$ cat src/hdl/pse_pkg.sv
// Package for the postfix stack evaluator: character codes, error codes,
// controller states and the command/status structs between controller and datapath.
// No dependencies.
package pse_pkg;

    localparam int STACK_DEPTH_DEF = 128;
    localparam int DATA_W          = 32;
    localparam int SYM_W           = 8;
    localparam int DIV_STEPS       = 32;
    localparam int DIV_CNT_W       = 6;

    localparam logic [SYM_W-1:0] SYM_ZERO  = 8'h30;
    localparam logic [SYM_W-1:0] SYM_NINE  = 8'h39;
    localparam logic [SYM_W-1:0] SYM_PLUS  = 8'h2B;
    localparam logic [SYM_W-1:0] SYM_MINUS = 8'h2D;
    localparam logic [SYM_W-1:0] SYM_STAR  = 8'h2A;
    localparam logic [SYM_W-1:0] SYM_SLASH = 8'h2F;
    localparam logic [SYM_W-1:0] SYM_PCT   = 8'h25;

    typedef enum logic [2:0] {
        ERR_NONE      = 3'd0,
        ERR_OVERFLOW  = 3'd1,
        ERR_UNDERFLOW = 3'd2,
        ERR_DIVZERO   = 3'd3,
        ERR_MODZERO   = 3'd4,
        ERR_BADOP     = 3'd5
    } err_t;

    typedef enum logic [2:0] {
        ST_IDLE,
        ST_DECODE,
        ST_POP1,
        ST_EXEC,
        ST_DIVW,
        ST_PUSH,
        ST_FIN,
        ST_FOUT
    } state_t;

    typedef struct packed {
        logic latch_in;
        logic load_digit;
        logic pop;
        logic capture_op2;
        logic exec;
        logic take_div;
        logic push;
        logic load_out;
    } pse_cmd_t;

    typedef struct packed {
        logic is_digit;
        logic last;
        logic div_go;
        logic div_done;
        logic out_free;
    } pse_status_t;

endpackage

$ cat src/hdl/pse_ctrl.sv
// Controller state machine sequencing pops, operation, push and final result.
// Depends on pse_pkg.
module pse_ctrl (
    input  logic                  clk,
    input  logic                  rst_n,
    input  logic                  in_valid,
    output logic                  in_ready,
    input  pse_pkg::pse_status_t  status,
    output pse_pkg::pse_cmd_t     cmd
);

    pse_pkg::state_t state_reg, state_next;

    always_ff @(posedge clk or negedge rst_n)
    begin
        if (!rst_n)
        begin
            state_reg <= pse_pkg::ST_IDLE;
        end
        else
        begin
            state_reg <= state_next;
        end
    end

    always_comb
    begin
        state_next = state_reg;
        cmd        = '0;
        in_ready   = 1'b0;
        case (state_reg)
            pse_pkg::ST_IDLE:
            begin
                in_ready = 1'b1;
                if (in_valid)
                begin
                    cmd.latch_in = 1'b1;
                    state_next   = pse_pkg::ST_DECODE;
                end
            end
            pse_pkg::ST_DECODE:
            begin
                if (status.is_digit)
                begin
                    cmd.load_digit = 1'b1;
                    state_next     = pse_pkg::ST_PUSH;
                end
                else
                begin
                    cmd.pop    = 1'b1;
                    state_next = pse_pkg::ST_POP1;
                end
            end
            pse_pkg::ST_POP1:
            begin
                cmd.capture_op2 = 1'b1;
                cmd.pop         = 1'b1;
                state_next      = pse_pkg::ST_EXEC;
            end
            pse_pkg::ST_EXEC:
            begin
                cmd.exec   = 1'b1;
                state_next = status.div_go ? pse_pkg::ST_DIVW : pse_pkg::ST_PUSH;
            end
            pse_pkg::ST_DIVW:
            begin
                if (status.div_done)
                begin
                    cmd.take_div = 1'b1;
                    state_next   = pse_pkg::ST_PUSH;
                end
            end
            pse_pkg::ST_PUSH:
            begin
                cmd.push   = 1'b1;
                state_next = status.last ? pse_pkg::ST_FIN : pse_pkg::ST_IDLE;
            end
            pse_pkg::ST_FIN:
            begin
                cmd.pop    = 1'b1;
                state_next = pse_pkg::ST_FOUT;
            end
            pse_pkg::ST_FOUT:
            begin
                if (status.out_free)
                begin
                    cmd.load_out = 1'b1;
                    state_next   = pse_pkg::ST_IDLE;
                end
            end
            default:
            begin
                state_next = pse_pkg::ST_IDLE;
            end
        endcase
    end

endmodule

$ cat config.mk
export PLATFORM = sky130hd
export DESIGN_NAME = pse_ctrl
export DESIGN_NICKNAME = d
export VERILOG_FILES = /design/src/hdl/pse_pkg.sv /design/src/hdl/pse_ctrl.sv
export SDC_FILE = /design/constraint.sdc
export NUM_CORES = 1
export LEC_CHECK = 0
export ABC_AREA = 1
export BUFFER_PORTS_ARGS = -buffer_cell sky130_fd_sc_hd__buf_2
export CORE_AREA = 2 2 39 41
export DETAILED_ROUTE_END_ITERATION = 7
export DIE_AREA = 0 0 41 43
export GPL_TIMING_DRIVEN = 0
export PLACE_DENSITY_LB_ADDON = 0.3
export SKIP_CTS_REPAIR_TIMING = 1
export SYNTH_ARGS = -nofsm -noshare
export SYNTH_HDL_FRONTEND = slang
export SYNTH_SLANG_ARGS = --single-unit
export TNS_END_PERCENT = 50
$ cat constraint.sdc
create_clock -name clk -period 2.3 [get_ports clk]
set_input_delay 0.345 -clock clk [delete_from_list [all_inputs] [get_ports clk]]
set_output_delay 0.345 -clock clk [all_outputs]
set_load 0.05 [all_outputs]
# ---- After elaboration in Yosys (flattened, before gate mapping)
# Index checks and enable logic that the tools add are counted.
dict set report totals {
  reg_bits 3
}
dict set report classes {
  n_eq_ne 10
  n_mux 21
  n_reduce_logical 3
}
# op n
set op_table {}
lappend op_table {{case mux 3 bit (8 select lines)} 1}
lappend op_table {{two-way mux 3 bit} 5}
lappend op_table {{two-way mux 1 bit} 14}
lappend op_table {{equality test 3 bit (second input constant)} 4}
lappend op_table {{equality test 3 x 2 -> 1 bit (second input constant)} 2}
lappend op_table {{inequality test 2 bit (second input constant)} 3}
lappend op_table {{equality test 3 x 1 -> 1 bit (second input constant)} 1}
lappend op_table {{logical NOT 3 bit} 1}
lappend op_table {{AND reduction 3 bit} 1}
lappend op_table {{case mux 1 bit (2 select lines)} 1}
lappend op_table {{OR reduction 2 bit} 1}

# ---- Longest topological paths before layout
dict set report depth {
  depth_word 3
  mapped_depth 7
  depth_no_buf 6
}

# ---- Worst setup path after synthesis
# Ideal clock, no wire load.
dict set report synth_timing {
  kind {reg-to-output}
  startpoint {reg state_reg[2]}
  endpoint {out cmd[0] (netlist bit)}
  t_arrival_ns 1.600
  t_required_ns 1.955
  slack_ns 0.355
  path_stages_with_launch 3
  path_cell_list {dfrtp_1 -> inv_2 -> nor3_1}
}
# element line_no
set synth_rtl {}
lappend synth_rtl {{start, declared} pse_ctrl.sv:12} ;# pse_pkg::state_t state_reg, state_next;
lappend synth_rtl {{start signal, assigned} pse_ctrl.sv:18} ;# state_reg <= pse_pkg::ST_IDLE;
lappend synth_rtl {{start signal, assigned} pse_ctrl.sv:22} ;# state_reg <= state_next;
lappend synth_rtl {{end, declared} pse_ctrl.sv:9} ;# output pse_pkg::pse_cmd_t cmd

==> summary.txt <==
Global route
  – GRT Overall Usage: 8.66%
  – Pin count of the biggest net entering global routing: 10
  – Vias in the first global route: 263
  – Initial antenna violation count: 0
  – First-pass GRT wire length: 993 µm
  – Gr ovfl total: 0

Die
  – Initial Util: between 10% and 20%
  – DIE HEIGHT: 43 µm
  – IO Count: 17
  – Die Wd: between 40 and 50 µm
  – Die ar.: around 1800 µm²
  – Cell row count: 14
  – Core area: 1380 µm²

Setup path
  – Worst EP required: 1.96 ns
  – Critical setup path kind: flip-flop to output port
  – Setup crit end kind: output port
  – FF-to-FF setup slack: 1.20 ns
  – Worst setup SP type: flip-flop
  – CP Max Fanout: 6
  – Worst r2r src: state_reg[1]
  – Arrival time worst endpoint: 1.32 ns
  – Critical Path Source: state_reg[1]

STA
  – Final WS setup: ~0.64 ns
  – Fin crit period: between 1.5 and 2 ns
  – RSZ-0062 raised after global routing: false
  – Final setup viols: 0
  – Clock skew: approximately 0.0017 ns
  – Final Hold Violating Endpoints: 0
  – Actual slew at the worst max-slew pin: 0.249 ns
  – Slew Limit Headroom: 83.5%
  – Fmax: 602 MHz
  – Final Max Tran Viols: 0
  – Final period util: just over 70%
  – Final setup TNS: 0 ns

Synthesis
  – Cell taking the most area after synthesis: dfrtp_1
  – Largest cells by area after synthesis: dfrtp_1 27%, inv_1 14%, nand2_1 14%
  – Synth warn: 0
  – Post-synth EDFFs: 0
  – Post-Syn Area: 277 µm²
  – Async S/R FF share, synth: between 90% and 100%
  – Commonest cells in the netlist: 10 x inv_1, 10 x nand2_1, 5 x nand4_1, 5 x nor2_1, 4 x nor2_2
  – Synthesized area per cell: roughly 6.0 µm²
  – Synth cell types: 12
  – Post-Synthesis Net Count: 54
  – Top FF cell, synth: dfrtp_1
  – Yosys top cell area share: 27.1%
  – Synthesized netlist cell count: 46
  – Yosys reg bits: 3
  – Sequential area share after synthesis: 27.1%

Route
  – Post-route ant nets: 0
  – Detailed Route Iter0 Violations: 9
  – Via count: 335
  – Vias per Instance: 4.04
  – Routed WL: around 660 µm
  – Drt first pass iters: 4
  – Mean routed wirelength per cell: 7.95 µm
  – Drc violations: 0

Cells and area
  – Final #Nets: 76
  – Max FFs per register: 3
  – Ant. Diodes: 0
  – Share of cells above drive strength 1: about two fifths
  – Fill count: around 160
  – Area growth from synthesis to layout: 49.3%

Run
  – Max_cap viols: 0

Power
  – Worst IR Drop VDD: ~0.00042 V
  – Pwr Total: ~690 µW
  – P per Cell Area: 1660 nW/µm²
  – P_leak: 0.000267 µW

Place
  – Hpwl dp: 538 µm
  – Place WS: between 0.8 and 0.9 ns
  – Routability cong.: 0.722
  – Port bufs: 16

Clock tree
  – CTS tree: yes
  – Clk root buf: clkbuf_4
  – CTS Buffer Depth: 2
  – Clk_lat worst skew: 0.23 ns
  – Sink Count: 3
  – H-tree Lvls: 1
  – CTS buffer count: 3
  – CTS clk-pin slew, worst paths: about 0.040 ns

Min path
  – Worst hold path class: input pin to flip-flop
  – Hold Path Origin: status[1]

Status
  – Status: complete, no violations
logic make-up after synthesis:
kind of cell	synth area share, %
AOI/OAI and AO/OA	1.81
DFF	27.1
buffers and inverters	19.0
and+or+nand+nor	52.0
per-layer routing:
layer  global-route usage [%]  vias up  share of wire (%)
met3                     4.71        0                5.5
met2                     10.3        9                 44
li1                         -      190                  -
met4                     6.00        0                  0
met1                     11.4      136                 51
met5                        0        -                  0
layout by cell type (no fill, tap or decap):
master         synthesis  routed
nor2_1                 5       5
nand3_1                3       3
nand2_1               10      10
buf_2                  0      16
dfrtp_1                3       3
inv_2                  1       1
nor3_1                 2       2
dlygate4sd3_1          0       1
nor2_2                 4       4
clkbuf_4               0       3
o21ai_1                1       1
inv_1                 10      10
nand2_2                1       1
clkbuf_1               0       1
buf_6                  1       1
nand4_1                5       5
report_power, final:
part           switching (µW)  internal [µW]  total, µW
logic                     350            127        477
clock network            26.7           65.0       91.7
registers                36.8           80.8        118
path summary, 6_finish.rpt:
path | endpoint | depth (start not counted)
hold reg to reg | state_reg[0] | 4
hold / removal | state_reg[2] | 4
setup / recovery | cmd[2] | 4
setup reg to reg | state_reg[0] | 6
min in group asynchronous | state_reg[1] | 2
max in group asynchronous | state_reg[2] | 2
worst max-delay path, stage by stage (launching register included):
cell     delay (ns)
dfrtp_1        0.45
nor2_2         0.17
nand2_1        0.11
nor2_1         0.10
buf_2          0.26
per-stage QoR:
step,hold WS [ns],instance area (µm²),instances,util (%)
detailed placement,0.142,377,78,27.2
global placement,0.141,377,78,27.2
finish,0.419,413,83,29.8
floorplan,0.0494,277,46,-
global route,0.437,413,83,29.8
CTS,-0.106,403,82,29.1
final cells by class:
type	count	area (µm²)	area share [%]
well taps	16	20.0	4.85
repair buffers	17	90.1	21.8
multi-input cells	31	149	36.1
clock buffers	4	26.3	6.36
flip-flops and latches	3	75.1	18.2
inverters	11	41.3	10.0
plain buffers	1	11.3	2.73
No activity file was read; power rests on OpenSTA's default activity.
